File: config.mk
export PLATFORM = sky130hd
export DESIGN_NAME = sector_header_checker_core_flat
export DESIGN_NICKNAME = d
export VERILOG_FILES = /design/src/hdl/shc_pkg.sv /design/src/hdl/shc_if.sv /design/src/hdl/shc_in_stage.sv /design/src/hdl/shc_parser.sv /design/src/hdl/sector_header_checker_core.sv /design/src/flat_wrapper.sv
export SDC_FILE = /design/constraint.sdc
export NUM_CORES = 1
export LEC_CHECK = 0
export ABC_AREA = 0
export BUFFER_PORTS_ARGS = -buffer_cell sky130_fd_sc_hd__buf_2
export CAP_MARGIN = 20
export CELL_PAD_IN_SITES_DETAIL_PLACEMENT = 2
export CELL_PAD_IN_SITES_GLOBAL_PLACEMENT = 2
export CORE_MARGIN = 2
export CORE_UTILIZATION = 37
export CTS_CLUSTER_DIAMETER = 200
export DETAILED_ROUTE_END_ITERATION = 8
export PLACE_DENSITY_LB_ADDON = 0.08
export SYNTH_ARGS = -nofsm -noshare
export SYNTH_HDL_FRONTEND = slang
export SYNTH_SLANG_ARGS = --single-unit
File: constraint.sdc
create_clock -name clk_i -period 3.41 [get_ports clk_i]
set_input_delay 0.341 -clock clk_i [delete_from_list [all_inputs] [get_ports clk_i]]
set_output_delay 0.341 -clock clk_i [all_outputs]
set_load 0.1 [all_outputs]
File: src/hdl/shc_pkg.sv
// Sector header checker package: status codes, header field offsets,
// configuration and result types, and the CRC-16/CCITT-FALSE byte step.
// No dependencies.
package shc_pkg;

  localparam int HEADER_BYTES_DEF = 16;

  localparam logic [2:0] ST_OK      = 3'd0;
  localparam logic [2:0] ST_EMPTY   = 3'd1;
  localparam logic [2:0] ST_MAGIC   = 3'd2;
  localparam logic [2:0] ST_CRC     = 3'd3;
  localparam logic [2:0] ST_UNSUPP  = 3'd4;

  localparam logic [2:0] REG_MAGIC   = 3'd0;
  localparam logic [2:0] REG_VERSION = 3'd1;
  localparam logic [2:0] REG_OWNER_A = 3'd2;
  localparam logic [2:0] REG_OWNER_B = 3'd3;
  localparam logic [2:0] REG_FLAGS   = 3'd4;

  localparam int POS_MAGIC_LO = 0;
  localparam int POS_MAGIC_HI = 1;
  localparam int POS_VERSION  = 2;
  localparam int POS_OWNER    = 3;
  localparam int POS_SEQ_LO   = 4;
  localparam int POS_SEQ_HI   = 7;
  localparam int POS_SESS_LO  = 8;
  localparam int POS_SESS_HI  = 11;
  localparam int POS_RECORD   = 12;
  localparam int POS_FLAGS    = 13;

  localparam logic [7:0]  ERASED_BYTE = 8'hFF;
  localparam logic [15:0] CRC_INIT    = 16'hFFFF;
  localparam logic [15:0] CRC_POLY    = 16'h1021;

  typedef struct packed {
    logic [15:0] magic_word;
    logic [7:0]  supported_version;
    logic [7:0]  owner_code_first;
    logic [7:0]  owner_code_second;
    logic [7:0]  session_flag_mask;
  } cfg_t;

  typedef struct packed {
    logic       valid;
    logic [7:0] data_byte;
    logic       first_byte;
  } in_item_t;

  typedef struct packed {
    logic [2:0]  status;
    logic [7:0]  version;
    logic [7:0]  owner;
    logic [31:0] sequence_res;
    logic [31:0] session_tag;
    logic [7:0]  record_len;
    logic        session_new;
  } res_t;

  function automatic logic [15:0] crc16_step(input logic [15:0] crc, input logic [7:0] b);
    logic [15:0] c;
    c = crc ^ {b, 8'h00};
    for (int i = 0; i < 8; i++) begin
      if (c[15]) begin
        c = {c[14:0], 1'b0} ^ CRC_POLY;
      end else begin
        c = {c[14:0], 1'b0};
      end
    end
    return c;
  endfunction

endpackage

File: src/hdl/shc_if.sv
// Valid/ready channel interfaces of the sector header checker: byte input
// and result output. No dependencies.
interface shc_in_if;
  logic       valid;
  logic       ready;
  logic [7:0] data_byte;
  logic       first_byte;

  modport source (output valid, data_byte, first_byte, input ready);
  modport sink   (input valid, data_byte, first_byte, output ready);
endinterface

interface shc_out_if;
  logic        valid;
  logic        ready;
  logic [2:0]  status;
  logic [7:0]  version;
  logic [7:0]  owner;
  logic [31:0] sequence_res;
  logic [31:0] session_tag;
  logic [7:0]  record_len;
  logic        session_new;

  modport source (output valid, status, version, owner, sequence_res, session_tag,
                  record_len, session_new, input ready);
  modport sink   (input valid, status, version, owner, sequence_res, session_tag,
                  record_len, session_new, output ready);
endinterface

File: src/hdl/shc_in_stage.sv
// Input register of the sector header checker: captures one byte item.
// Depends on shc_pkg and shc_in_if.
module shc_in_stage import shc_pkg::*; (
  input  logic     clk_i,
  input  logic     rst_ni,
  shc_in_if.sink   in_i,
  input  logic     adv_i,
  output in_item_t item_o
);

  logic       valid_q;
  logic [7:0] byte_q;
  logic       first_q;

  assign in_i.ready = !valid_q || adv_i;

  always_ff @(posedge clk_i or negedge rst_ni) begin
    if (!rst_ni) begin
      valid_q <= 1'b0;
    end else if (in_i.ready) begin
      valid_q <= in_i.valid;
    end
  end

  always_ff @(posedge clk_i) begin
    if (in_i.ready && in_i.valid) begin
      byte_q  <= in_i.data_byte;
      first_q <= in_i.first_byte;
    end
  end

  assign item_o = '{valid: valid_q, data_byte: byte_q, first_byte: first_q};

endmodule

File: src/hdl/shc_parser.sv
// Header parser: byte position, running CRC, erased flag, captured fields,
// and the result register. Depends on shc_pkg and shc_out_if.
module shc_parser import shc_pkg::*; #(
  parameter int HeaderBytes = HEADER_BYTES_DEF
) (
  input  logic     clk_i,
  input  logic     rst_ni,
  input  in_item_t item_i,
  input  cfg_t     cfg_i,
  output logic     adv_o,
  shc_out_if.source res_o
);

  localparam int PosW = $clog2(HeaderBytes);
  localparam logic [PosW-1:0] LastPos  = PosW'(HeaderBytes - 1);
  localparam logic [PosW-1:0] CrcLoPos = PosW'(HeaderBytes - 2);

  logic [PosW-1:0] pos_q, pos_d, pos_eff;
  logic [15:0]     crc_q, crc_d, crc_eff;
  logic            erased_q, erased_d, erased_eff;
  logic [15:0]     magic_q;
  logic [7:0]      version_q;
  logic [7:0]      owner_q;
  logic [31:0]     seq_q;
  logic [31:0]     sess_q;
  logic [7:0]      record_q;
  logic [7:0]      flags_q;
  logic [7:0]      crc_lo_q;
  logic            res_valid_q;
  res_t            res_q, res_d;
  logic            last;
  logic            known;
  logic [7:0]      b;

  assign adv_o = !res_valid_q || res_o.ready;
  assign b     = item_i.data_byte;

  always_comb begin
    pos_eff    = item_i.first_byte ? '0 : pos_q;
    crc_eff    = item_i.first_byte ? CRC_INIT : crc_q;
    erased_eff = item_i.first_byte ? 1'b1 : erased_q;
    last       = (pos_eff == LastPos);
    erased_d   = erased_eff && (b == ERASED_BYTE);
    crc_d      = (pos_eff < CrcLoPos) ? crc16_step(crc_eff, b) : crc_eff;
    pos_d      = last ? '0 : pos_eff + PosW'(1);
    known      = (owner_q == cfg_i.owner_code_first) || (owner_q == cfg_i.owner_code_second);
    res_d      = '0;
    if (erased_d) begin
      res_d.status = ST_EMPTY;
    end else if (magic_q != cfg_i.magic_word) begin
      res_d.status = ST_MAGIC;
    end else if (crc_eff != {b, crc_lo_q}) begin
      res_d.status = ST_CRC;
    end else begin
      res_d.status       = (version_q == cfg_i.supported_version && known) ? ST_OK
                                                                           : ST_UNSUPP;
      res_d.version      = version_q;
      res_d.owner        = (res_d.status == ST_OK) ? owner_q : 8'h00;
      res_d.sequence_res = seq_q;
      res_d.session_tag  = sess_q;
      res_d.record_len   = record_q;
      res_d.session_new  = |(flags_q & cfg_i.session_flag_mask);
    end
  end

  always_ff @(posedge clk_i or negedge rst_ni) begin
    if (!rst_ni) begin
      pos_q       <= '0;
      crc_q       <= CRC_INIT;
      erased_q    <= 1'b1;
      res_valid_q <= 1'b0;
    end else if (adv_o) begin
      res_valid_q <= item_i.valid && last;
      if (item_i.valid) begin
        pos_q    <= pos_d;
        crc_q    <= last ? CRC_INIT : crc_d;
        erased_q <= last ? 1'b1 : erased_d;
      end
    end
  end

  always_ff @(posedge clk_i) begin
    if (adv_o && item_i.valid) begin
      case (pos_eff)
        PosW'(POS_MAGIC_LO): magic_q[7:0]  <= b;
        PosW'(POS_MAGIC_HI): magic_q[15:8] <= b;
        PosW'(POS_VERSION):  version_q     <= b;
        PosW'(POS_OWNER):    owner_q       <= b;
        PosW'(POS_RECORD):   record_q      <= b;
        PosW'(POS_FLAGS):    flags_q       <= b;
        default: begin
          if (pos_eff >= PosW'(POS_SEQ_LO) && pos_eff <= PosW'(POS_SEQ_HI)) begin
            seq_q[8*pos_eff[1:0] +: 8] <= b;
          end
          if (pos_eff >= PosW'(POS_SESS_LO) && pos_eff <= PosW'(POS_SESS_HI)) begin
            sess_q[8*pos_eff[1:0] +: 8] <= b;
          end
        end
      endcase
      if (pos_eff == CrcLoPos) begin
        crc_lo_q <= b;
      end
      if (last) begin
        res_q <= res_d;
      end
    end
  end

  assign res_o.valid        = res_valid_q;
  assign res_o.status       = res_q.status;
  assign res_o.version      = res_q.version;
  assign res_o.owner        = res_q.owner;
  assign res_o.sequence_res = res_q.sequence_res;
  assign res_o.session_tag  = res_q.session_tag;
  assign res_o.record_len   = res_q.record_len;
  assign res_o.session_new  = res_q.session_new;

endmodule

File: src/hdl/sector_header_checker_core.sv
// Sector header checker top level: configuration registers, input stage,
// parser. Depends on shc_pkg, shc_if, shc_in_stage and shc_parser.
//
// Takes one header byte per cycle, with no gaps needed between headers. A byte
// passes the input register, then the parser updates position, CRC and fields;
// the result of a header is registered after its last byte leaves the input
// register. Throughput is one byte per cycle, with the CRC-16 byte step done
// combinationally; the only stall is a result left waiting at the output.
module sector_header_checker_core import shc_pkg::*; #(
  parameter int HeaderBytes = HEADER_BYTES_DEF
) (
  input  logic        clk_i,
  input  logic        rst_ni,
  input  logic        cfg_we_i,
  input  logic [2:0]  cfg_idx_i,
  input  logic [15:0] cfg_data_i,
  shc_in_if.sink      in_i,
  shc_out_if.source   res_o
);

  cfg_t     cfg_q;
  in_item_t item;
  logic     adv;

  always_ff @(posedge clk_i or negedge rst_ni) begin
    if (!rst_ni) begin
      cfg_q.magic_word        <= 16'h0000;
      cfg_q.supported_version <= 8'h01;
      cfg_q.owner_code_first  <= 8'h01;
      cfg_q.owner_code_second <= 8'h02;
      cfg_q.session_flag_mask <= 8'h01;
    end else if (cfg_we_i) begin
      case (cfg_idx_i)
        REG_MAGIC:   cfg_q.magic_word        <= cfg_data_i;
        REG_VERSION: cfg_q.supported_version <= cfg_data_i[7:0];
        REG_OWNER_A: cfg_q.owner_code_first  <= cfg_data_i[7:0];
        REG_OWNER_B: cfg_q.owner_code_second <= cfg_data_i[7:0];
        REG_FLAGS:   cfg_q.session_flag_mask <= cfg_data_i[7:0];
        default: ;
      endcase
    end
  end

  shc_in_stage u_in_stage (
    .clk_i  (clk_i),
    .rst_ni (rst_ni),
    .in_i   (in_i),
    .adv_i  (adv),
    .item_o (item)
  );

  shc_parser #(.HeaderBytes(HeaderBytes)) u_parser (
    .clk_i  (clk_i),
    .rst_ni (rst_ni),
    .item_i (item),
    .cfg_i  (cfg_q),
    .adv_o  (adv),
    .res_o  (res_o)
  );

`ifndef NO_ASSERTIONS
  a_fail_fields_zero: assert property (@(posedge clk_i) disable iff (!rst_ni)
    res_o.valid && (res_o.status == ST_EMPTY || res_o.status == ST_MAGIC ||
                    res_o.status == ST_CRC)
    |-> (res_o.version == 8'h00 && res_o.owner == 8'h00 && res_o.sequence_res == 32'h0 &&
         res_o.session_tag == 32'h0 && res_o.record_len == 8'h00 && !res_o.session_new))
    else $error("failed header carries nonzero fields");

  a_owner_only_ok: assert property (@(posedge clk_i) disable iff (!rst_ni)
    res_o.valid && res_o.owner != 8'h00 |-> res_o.status == ST_OK)
    else $error("owner given on a header that is not ok");

  a_stall_cause: assert property (@(posedge clk_i) disable iff (!rst_ni)
    !in_i.ready |-> res_o.valid && !res_o.ready)
    else $error("input stalled without a waiting result");
`endif

endmodule
File: src/flat_wrapper.sv
// flat-port wrapper written by rule: the top's interface ports become plain ports
module sector_header_checker_core_flat import shc_pkg::*;
#(
  parameter int HeaderBytes = HEADER_BYTES_DEF
)
  (clk_i, rst_ni, cfg_we_i, cfg_idx_i, cfg_data_i, in_i_valid, in_i_data_byte, in_i_first_byte, in_i_ready, res_o_valid, res_o_status, res_o_version, res_o_owner, res_o_sequence_res, res_o_session_tag, res_o_record_len, res_o_session_new, res_o_ready);
  shc_in_if in_i_i ();
  shc_out_if res_o_i ();
  input  logic clk_i;
  input  logic rst_ni;
  input  logic cfg_we_i;
  input  logic [2:0] cfg_idx_i;
  input  logic [15:0] cfg_data_i;
  input wire logic [$bits(in_i_i.valid)-1:0] in_i_valid;
  input wire logic [$bits(in_i_i.data_byte)-1:0] in_i_data_byte;
  input wire logic [$bits(in_i_i.first_byte)-1:0] in_i_first_byte;
  output wire logic [$bits(in_i_i.ready)-1:0] in_i_ready;
  output wire logic [$bits(res_o_i.valid)-1:0] res_o_valid;
  output wire logic [$bits(res_o_i.status)-1:0] res_o_status;
  output wire logic [$bits(res_o_i.version)-1:0] res_o_version;
  output wire logic [$bits(res_o_i.owner)-1:0] res_o_owner;
  output wire logic [$bits(res_o_i.sequence_res)-1:0] res_o_sequence_res;
  output wire logic [$bits(res_o_i.session_tag)-1:0] res_o_session_tag;
  output wire logic [$bits(res_o_i.record_len)-1:0] res_o_record_len;
  output wire logic [$bits(res_o_i.session_new)-1:0] res_o_session_new;
  input wire logic [$bits(res_o_i.ready)-1:0] res_o_ready;
  assign in_i_i.valid = in_i_valid;
  assign in_i_i.data_byte = in_i_data_byte;
  assign in_i_i.first_byte = in_i_first_byte;
  assign in_i_ready = in_i_i.ready;
  assign res_o_valid = res_o_i.valid;
  assign res_o_status = res_o_i.status;
  assign res_o_version = res_o_i.version;
  assign res_o_owner = res_o_i.owner;
  assign res_o_sequence_res = res_o_i.sequence_res;
  assign res_o_session_tag = res_o_i.session_tag;
  assign res_o_record_len = res_o_i.record_len;
  assign res_o_session_new = res_o_i.session_new;
  assign res_o_i.ready = res_o_ready;
  sector_header_checker_core #(.HeaderBytes(HeaderBytes)) u_core (.clk_i(clk_i), .rst_ni(rst_ni), .cfg_we_i(cfg_we_i), .cfg_idx_i(cfg_idx_i), .cfg_data_i(cfg_data_i), .in_i(in_i_i), .res_o(res_o_i));
endmodule
==> flow_summary.yaml, run 1 <==
timing:
  finalWorstSetupSlack_ps: 310
  timing.final.crit_share_pct: 90.9
  grt_setup_unrepaired: "false"
  fin_skew_ps: 30.9
  max_freq_ghz: 0.323
  worstMarginPinSlew_ps: 866
  number_of_endpoints_failing_setup_at_the_final_stage: 0
  finalHoldViolations: 0
  finalMaxSlewViolations: 0
  final.hold.worst_slack_ps: 19.7
  finalSetupTns_ps: 0
  post-route-min-period_ps: 3100
  timing.max_slew.rel_slack_pct: 42.2
die:
  die_w_um: 185
  starting_density_of_the_core_pct: 37.4
  die_height_um: 185
  die_area_um2: 34300
  io_pins: 127
  floorplan.core_area_um2: 32500
  rows: 66
global_routing:
  grt_max_degree: 94
  grt-ovfl-total: 0
  grt_first_pass_wirelength_um: 51600
  antenna_found_initial: 0
  first_global_vias: 8419
  groute.usage.overall_pct: 20.2
yosys:
  synth_edf_count: 221
  yosys.cell_types.count: 54
  syn_nets: 939
  postSynth.asyncResetShare_pct: 24.3
  post_synth_instance_area_um2: 12100
  ys.flop_type: "sky130_fd_sc_hd__edfxtp_1"
  count_of_state_elements_after_synthesis: 292
  yosysWarningCount: 0
  yosysSeqAreaShare_pct: 69.5
  postSynthCellCount: 900
  syn_avg_cell_area_um2: 13.5
pwr:
  p_seq_share_pct: 50.2
  max-vdd-ir-drop_v: 0.000384
  p_per_area_nw_per_um2: 612
  cellLeakagePower_nw: 5.33
  clock_power_share_pct: 38.4
  p_comb_share_pct: 11.4
  power.total_mw: 8.89
  cellInternalPower_mw: 6.65
  power_switching_share_pct: 25.2
  total_switching_power_mw: 2.24
cts:
  cts-buffers-inserted: 34
  worstSkewPairLatency_ps: 510
  cts.sinks: 292
  cts_tree: "done"
  htreeDepth: 2
  clk_path_buf_depth: 3
  cts_root_buf: "sky130_fd_sc_hd__clkbuf_16"
  worst_setup_hold_path_clk_slew_ps: 60
critical_path:
  start_kind: "flop"
  timing.setup.critical_path_class: "reg2reg"
  crit_arrival_ps: 3390
  r2r_end: "u_core.u_parser.res_o.session_tag[7]"
  timing.critical_path.fanout_max: 47
  ff2ff_setup_slack_ps: 310
  critical-path-max-stage-delay_ps: 750
  critical_path_buf_inv_count: 3
  cp_top_family: "simple AND/OR/NAND/NOR gates"
  worstSetupPathDepth: 8
  crit_path_cell_trace: "buf_12 -> or3_4 -> a211oi_2 -> o22ai_1 -> or4_2 -> buf_12 -> buf_12 -> nor3_1"
  cp_data_required_time_ps: 3700
  r2r-start: "u_core.u_in_stage.first_q"
  ff2ff_path_depth: 8
  crit_top_cell: "sky130_fd_sc_hd__buf_12"
  cell_with_the_largest_stage_delay_on_the_worst_path: "sky130_fd_sc_hd__or4_2"
  timing.critical_path.to_type: "flop"
placement:
  dpl.hpwl_um: 23100
  finalWeightedCongestion: 0.810
  placement.setup.worst_slack_ps: 192
  portBuffers: 126
route:
  drt_drc_violations_left: 0
  route.detailed.wl_per_inst_um: 22.5
  dr_total_vias: 7681
  routed_via_density: 5.08
  routed_wl_um: 34000
  drtIter0Drc: 374
  firstDrtPassIters: 4
  antenna_violating_nets_post_route: 0
final_layout:
  layout.filler_cells: 3224
  design.final.nets: 1086
  syn2layout_area_growth_pct: 19.6
  drive_above_1_share_pct: 27.0
  diodes: 0
status:
  result_of_the_run: "finished, final reports clean"
worst_hold_path:
  hold_path_startpoint: "in_i_data_byte[2]"
  min-delay-path-class: "in2reg"
  hold_path_depth: 1
  hold-path-endpoint: "u_core.u_in_stage.byte_q[2]"
job:
  timing.max_cap.violations: 0
## registers in the layout, summed over array words and instances (netlist names), 3 cells and up
name                                flops
u_core.u_parser.pos_q                   4
u_core.u_parser.version_q               8
u_core.u_parser.res_o.session_tag      32
u_core.u_parser.res_o.record_len        8
u_core.u_parser.owner_q                 8
u_core.u_parser.crc_q                  16
u_core.u_parser.sess_q                 32
u_core.u_parser.record_q                8
u_core.u_parser.res_o.owner             8
u_core.u_parser.res_o.sequence_res     32
u_core.u_parser.res_o.status            3
u_core.u_parser.res_o.version           8
u_core.u_parser.seq_q                  32
u_core.u_parser.flags_q                 8
u_core.u_parser.magic_q                16
u_core.u_parser.crc_lo_q                8
u_core.cfg_q                           48
u_core.u_in_stage.byte_q                8
## power groups by stage
stage / Combinational [mW] / Sequential (mW) / Clock, mW
after floorplan: 0.789 / 4.37 / 0
after global placement: 0.972 / 4.52 / 0
after detailed placement: 1.00 / 4.53 / 0
after CTS: 1.02 / 4.47 / 3.49
after global routing: 1.13 / 4.50 / 3.63
final: 1.01 / 4.46 / 3.42
## per-stage QoR
stage	cell area (um2)	cells	util (%)
6_report	14500	1511	44.7
2_1_floorplan	12200	900	-
4_1_cts	14500	1510	44.7
5_1_grt	14500	1511	44.7
3_5_place_dp	13400	1444	41.3
3_3_place_gp	13400	1444	41.3
## how the worst max path moves through the flow
stage | end | from
floorplan | u_core.u_parser.res_o.owner[0] | u_core.u_parser.res_o.valid
global placement | u_core.u_parser.res_o.sequence_res[3] | u_core.u_in_stage.first_q
detailed placement | u_core.u_parser.res_o.session_tag[7] | u_core.u_in_stage.first_q
CTS | u_core.u_parser.res_o.session_tag[23] | u_core.u_in_stage.first_q
global route | u_core.u_parser.res_o.session_tag[23] | u_core.u_in_stage.first_q
finish | u_core.u_parser.res_o.session_tag[7] | u_core.u_in_stage.first_q
## timing repair
action	4_1_cts	5_1_grt
buffers inserted	0	1
setup endpoints to repair	0	1
resized for setup	0	0
hold buffers	8	0
hold endpoints to repair	37	0
## layout make-up
class / instances / area (um2) / area share [%]
sequential: 292 / 8440 / 58.1
multi-input combinational: 543 / 3430 / 23.6
tap: 442 / 553 / 3.81
clock inverter: 13 / 121 / 0.836
timing repair buffer: 166 / 1040 / 7.15
clock buffer: 45 / 902 / 6.21
inverter: 10 / 41.3 / 0.284
## cells in the final DEF (no fill, tap or decap), drive strengths merged, types with 2 or more instances in the layout
| cell type | Yosys | routed |
|---|---|---|
| edfxtp | 221 | 221 |
| buf | 18 | 158 |
| nand2 | 122 | 122 |
| nor3 | 86 | 86 |
| nor2 | 54 | 54 |
| dfrtp | 50 | 50 |
| mux2 | 48 | 48 |
| clkbuf | 37 | 45 |
| xor2 | 35 | 35 |
| xnor2 | 32 | 32 |
| a21oi | 22 | 22 |
| and2 | 22 | 22 |
| dfstp | 21 | 21 |
| nor4 | 19 | 19 |
| o21ai | 12 | 12 |
| clkinv | 1 | 12 |
| nand3 | 9 | 9 |
| inv | 9 | 8 |
| nand4 | 8 | 8 |
| dlygate4sd3 | 0 | 8 |
| o22a | 7 | 7 |
| or3 | 7 | 7 |
| ha | 6 | 6 |
| o22ai | 5 | 5 |
| a22oi | 5 | 5 |
| nand2b | 4 | 4 |
| and3 | 4 | 4 |
| a211oi | 4 | 4 |
| nor4b | 3 | 3 |
| o21a | 3 | 3 |
| o41ai | 3 | 3 |
| and3b | 2 | 2 |
| a22o | 2 | 2 |
| or4 | 2 | 2 |
| o32a | 2 | 2 |
| o2111ai | 2 | 2 |
| o221ai | 2 | 2 |
| bufinv | 0 | 2 |
| nor3b | 2 | 2 |
## metal layers
| layer | share of wire [%] | global-route usage [%] | vias up | wire length [um] |
|---|---|---|---|---|
| li1 | - | - | 3557 | - |
| met1 | 45 | 26.6 | 3954 | 15300 |
| met2 | 50 | 35.5 | 138 | 17100 |
| met3 | 3.3 | 2.73 | 32 | 1140 |
| met4 | 1.4 | 4.48 | 0 | 470 |
| met5 | 0 | 0 | - | 0 |
## cells by family (layout without fill, tap and decap cells)
kind of cell	Yosys count	in the layout	synth area share, %
simple gates	349	349	14.1
flops	292	292	69.5
compound gates	73	73	4.15
xor+xnor	67	67	4.83
buf+inv	65	234	2.38
mux	48	48	4.45
fa+ha+maj	6	6	0.618
## cells in the mapped netlist (3+ instances only)
cell type / count / share of area (%)
sky130_fd_sc_hd__or3_1: 5 / 0.26
sky130_fd_sc_hd__nor4b_1: 3 / 0.22
sky130_fd_sc_hd__inv_1: 9 / 0.28
sky130_fd_sc_hd__a22oi_1: 5 / 0.31
sky130_fd_sc_hd__nor3_1: 86 / 3.5
sky130_fd_sc_hd__nor4_2: 8 / 0.82
sky130_fd_sc_hd__nor2_1: 54 / 1.7
sky130_fd_sc_hd__nand4_1: 8 / 0.41
sky130_fd_sc_hd__dfstp_2: 21 / 4.5
sky130_fd_sc_hd__edfxtp_1: 221 / 55
sky130_fd_sc_hd__and3_1: 4 / 0.21
sky130_fd_sc_hd__mux2_2: 48 / 4.4
sky130_fd_sc_hd__clkbuf_1: 37 / 1.1
sky130_fd_sc_hd__nor4_1: 11 / 0.57
sky130_fd_sc_hd__nand3_1: 9 / 0.37
sky130_fd_sc_hd__nand2_1: 122 / 3.8
sky130_fd_sc_hd__a21oi_1: 22 / 0.91
sky130_fd_sc_hd__xor2_1: 35 / 2.5
sky130_fd_sc_hd__o22ai_1: 5 / 0.26
sky130_fd_sc_hd__buf_6: 4 / 0.37
sky130_fd_sc_hd__o21ai_0: 11 / 0.45
sky130_fd_sc_hd__nand2b_1: 4 / 0.21
sky130_fd_sc_hd__buf_2: 12 / 0.49
sky130_fd_sc_hd__xnor2_1: 32 / 2.3
sky130_fd_sc_hd__ha_1: 6 / 0.62
sky130_fd_sc_hd__and2_1: 21 / 1.1
sky130_fd_sc_hd__o22a_1: 7 / 0.50
sky130_fd_sc_hd__dfrtp_1: 50 / 10
sky130_fd_sc_hd__o21a_1: 3 / 0.19
No activity file was read; power rests on OpenSTA's default activity.
==> run 2, diff against run 1 <==
--- a/config.mk
+++ b/config.mk
@@ -5,13 +5,13 @@
 export SDC_FILE = /design/constraint.sdc
 export NUM_CORES = 1
 export LEC_CHECK = 0
-export ABC_AREA = 0
+export ABC_AREA = 1
 export BUFFER_PORTS_ARGS = -buffer_cell sky130_fd_sc_hd__buf_2
 export CAP_MARGIN = 20
 export CELL_PAD_IN_SITES_DETAIL_PLACEMENT = 2
 export CELL_PAD_IN_SITES_GLOBAL_PLACEMENT = 2
 export CORE_MARGIN = 2
-export CORE_UTILIZATION = 37
+export CORE_UTILIZATION = 35
 export CTS_CLUSTER_DIAMETER = 200
 export DETAILED_ROUTE_END_ITERATION = 8
 export PLACE_DENSITY_LB_ADDON = 0.08
==> flow_summary.yaml, run 2 <==
critical_path:
  timing.critical_path.fanout_max: 12
  timing.critical_path.to_type: "flop"
  timing.setup.critical_path_class: "reg2reg"
  critical-path-max-stage-delay_ps: 440
  crit_path_cell_trace: "nor2_1 -> inv_1 -> ha_1 -> inv_1 -> a21oi_1 -> nor2_1 -> nand4_1 -> nor2_1 -> buf_4"
  cp_top_family: "simple AND/OR/NAND/NOR gates"
  cp_data_required_time_ps: 3630
  r2r-start: "u_core.u_in_stage.first_q"
  start_kind: "flop"
  ff2ff_path_depth: 9
  crit_arrival_ps: 3010
  ff2ff_setup_slack_ps: 620
  critical_path_buf_inv_count: 3
  r2r_end: "u_core.u_parser.seq_q[16]"
  cell_with_the_largest_stage_delay_on_the_worst_path: "sky130_fd_sc_hd__edfxtp_1"
  crit_top_cell: "sky130_fd_sc_hd__nor2_1"
cts:
  cts-buffers-inserted: 35
  post_cts_buffers: 0
  cts.sinks: 292
  worstSkewPairLatency_ps: 520
  cts_root_buf: "sky130_fd_sc_hd__clkbuf_16"
  worst_setup_hold_path_clk_slew_ps: 60
  clk_path_buf_depth: 3
  cts_tree: "done"
  htreeDepth: 2
global_routing:
  groute.usage.overall_pct: 20.0
  antenna_found_initial: 0
  grt-ovfl-total: 0
  grt_max_degree: 83
  first_global_vias: 9306
  grt_first_pass_wirelength_um: 54200
final_layout:
  layout_commonest_cell: "sky130_fd_sc_hd__edfxtp_1"
  final_standard_cell_area_without_fillers_um2: 14500
  final-seq-area_um2: 8440
  multi_input_comb_area_um2: 2710
  design.final.nets: 1316
  largest_register: "u_core.cfg_q"
  mostFrequentLayoutCells: "sky130_fd_sc_hd__edfxtp_1, sky130_fd_sc_hd__nand2_1, sky130_fd_sc_hd__nor2_1"
  layout.filler_cells: 3518
  syn2layout_area_growth_pct: 21.6
  drive_above_1_share_pct: 19.1
  diodes: 0
  largest_register_ffs: 48
yosys:
  ys.flop_type: "sky130_fd_sc_hd__edfxtp_1"
  synthMostInstantiatedCell: "sky130_fd_sc_hd__edfxtp_1"
  area_share_of_the_leading_cell_type_in_the_synthesized_netlist_pct: 55.7
  yosysSeqAreaShare_pct: 70.8
  post_synth_instance_area_um2: 11900
  count_of_state_elements_after_synthesis: 292
  netlist.top_cell.by_area: "sky130_fd_sc_hd__edfxtp_1"
  syn_avg_cell_area_um2: 10.9
  postSynthCellCount: 1094
  synth.top_cells.by_area: "sky130_fd_sc_hd__edfxtp_1, sky130_fd_sc_hd__dfrtp_1, sky130_fd_sc_hd__nand2_1"
  synth_top_cells_by_count: "sky130_fd_sc_hd__edfxtp_1, sky130_fd_sc_hd__nand2_1, sky130_fd_sc_hd__nor2_1"
  yosysWarningCount: 0
  syn_nets: 1133
  yosys.cell_types.count: 26
  synth_edf_count: 221
  postSynth.asyncResetShare_pct: 24.3
pwr:
  cellLeakagePower_nw: 6.47
  p_per_area_nw_per_um2: 594
  max-vdd-ir-drop_v: 0.000281
placement:
  finalWeightedCongestion: 0.774
  dpl.hpwl_um: 24300
  detailed_place.area_um2: 13300
  portBuffers: 126
timing:
  number_of_endpoints_failing_setup_at_the_final_stage: 0
  finalHoldViolations: 12
  finalMaxSlewViolations: 0
  grt_setup_unrepaired: "false"
  finalSetupTns_ps: 0
  max_freq_ghz: 0.358
  post-route-min-period_ps: 2790
  timing.max_slew.rel_slack_pct: 33.6
  worstMarginPinSlew_ps: 995
  final.hold.worst_slack_ps: -19.3
  timing.final.crit_share_pct: 81.9
  fin_skew_ps: 17.8
die:
  die_height_um: 188
  starting_density_of_the_core_pct: 35.5
  die_w_um: 188
  io_pins: 127
  rows: 67
  die_area_um2: 35500
  floorplan.core_area_um2: 33500
route:
  route.detailed.wl_per_inst_um: 19.6
  dr_total_vias: 8216
  antenna_violating_nets_post_route: 0
  drt_drc_violations_left: 0
  routed_wl_um: 34300
  routed_via_density: 4.69
  firstDrtPassIters: 7
  drtIter0Drc: 353
worst_hold_path:
  min-delay-path-class: "in2async"
status:
  result_of_the_run: "finished with violations"
  violations: "hold timing"
job:
  timing.max_cap.violations: 0
run 2: cell types whose count changed after synthesis, sizes merged, moves of 22 or more:
cell    before  now
inv          9  175
nor2        54  206
nand2      122  219
nor3        86   13
o21ai       12   64
mux2        48    5
xor2        35    9
clkbuf      37   13
and2        22    0
run 2: cells by family (layout without fill, tap and decap cells):
group | after synthesis | after routing | synth area share (%)
simple gates | 468 | 468 | 15.4
flops | 292 | 292 | 70.8
buf+inv | 200 | 409 | 6.45
compound gates | 94 | 94 | 4.04
xor+xnor | 29 | 29 | 2.13
fa+ha+maj | 6 | 6 | 0.630
mux | 5 | 5 | 0.473
run 2: timing repair:
| item | in CTS | in global routing |
|---|---|---|
| hold buffers | 8 | 0 |
| setup endpoints to repair | 0 | 0 |
| endpoints found under the hold margin | 8 | 0 |
| gates resized for setup | 0 | 0 |
run 2: report_power, final:
part	internal, mW	switching [mW]	total (mW)
clock network	2.09	1.46	3.55
logic	0.282	0.557	0.839
registers	4.07	0.146	4.22
total	6.44	2.16	8.61
run 2: worst max-delay path by stage:
stage / to / depth (start not counted) / from / slack, ps
floorplan: u_core.u_parser.res_o.owner[0] / 8 / u_core.u_in_stage.first_q / 20
global placement: u_core.u_parser.seq_q[21] / 9 / u_core.u_in_stage.first_q / 880
detailed placement: u_core.u_parser.seq_q[19] / 9 / u_core.u_in_stage.first_q / 700
CTS: u_core.u_parser.seq_q[16] / 9 / u_core.u_in_stage.first_q / 670
global route: u_core.u_parser.seq_q[21] / 9 / u_core.u_in_stage.first_q / 350
finish: u_core.u_parser.seq_q[16] / 9 / u_core.u_in_stage.first_q / 620
run 2: final cells by class:
cell class | instances | share of cell area [%]
inverters | 175 | 4.54
multi-input cells | 602 | 18.7
clock inverters | 12 | 0.674
flip-flops and latches | 292 | 58.3
well taps | 448 | 3.87
clock buffers | 51 | 6.82
repair buffers | 171 | 7.09
run 2: stage by stage:
| step | util [%] | std cells | hold slack, ps | total power, mW | worst slack, ps |
|---|---|---|---|---|---|
| after floorplan | - | 1094 | 45.4 | 4.78 | 18.1 |
| after global placement | 39.7 | 1680 | 474 | 5.08 | 885 |
| after detailed placement | 39.7 | 1680 | 488 | 5.12 | 702 |
| after CTS | 43.2 | 1751 | 6.41 | 8.73 | 666 |
| after global routing | 43.2 | 1751 | 20.3 | 9.00 | 353 |
| final | 43.2 | 1751 | -19.3 | 8.61 | 617 |
run 2: worst register-to-register path, stage by stage, from the launching register on:
cell	delay, ps
sky130_fd_sc_hd__edfxtp_1	440
sky130_fd_sc_hd__nor2_1	380
sky130_fd_sc_hd__inv_1	120
sky130_fd_sc_hd__ha_1	260
sky130_fd_sc_hd__inv_1	280
sky130_fd_sc_hd__a21oi_1	140
sky130_fd_sc_hd__nor2_1	170
sky130_fd_sc_hd__nand4_1	310
sky130_fd_sc_hd__nor2_1	210
sky130_fd_sc_hd__buf_4	210
run 2: metal layers:
| layer | vias to the layer above | global-route usage [%] | wire length [um] | part of all wire, % |
|---|---|---|---|---|
| met4 | 0 | 5.02 | 737 | 2.2 |
| met5 | - | 0 | 0 | 0 |
| met3 | 52 | 3.00 | 1410 | 4.1 |
| li1 | 3872 | - | - | - |
| met1 | 4132 | 25.8 | 14800 | 43 |
| met2 | 160 | 35.2 | 17300 | 51 |
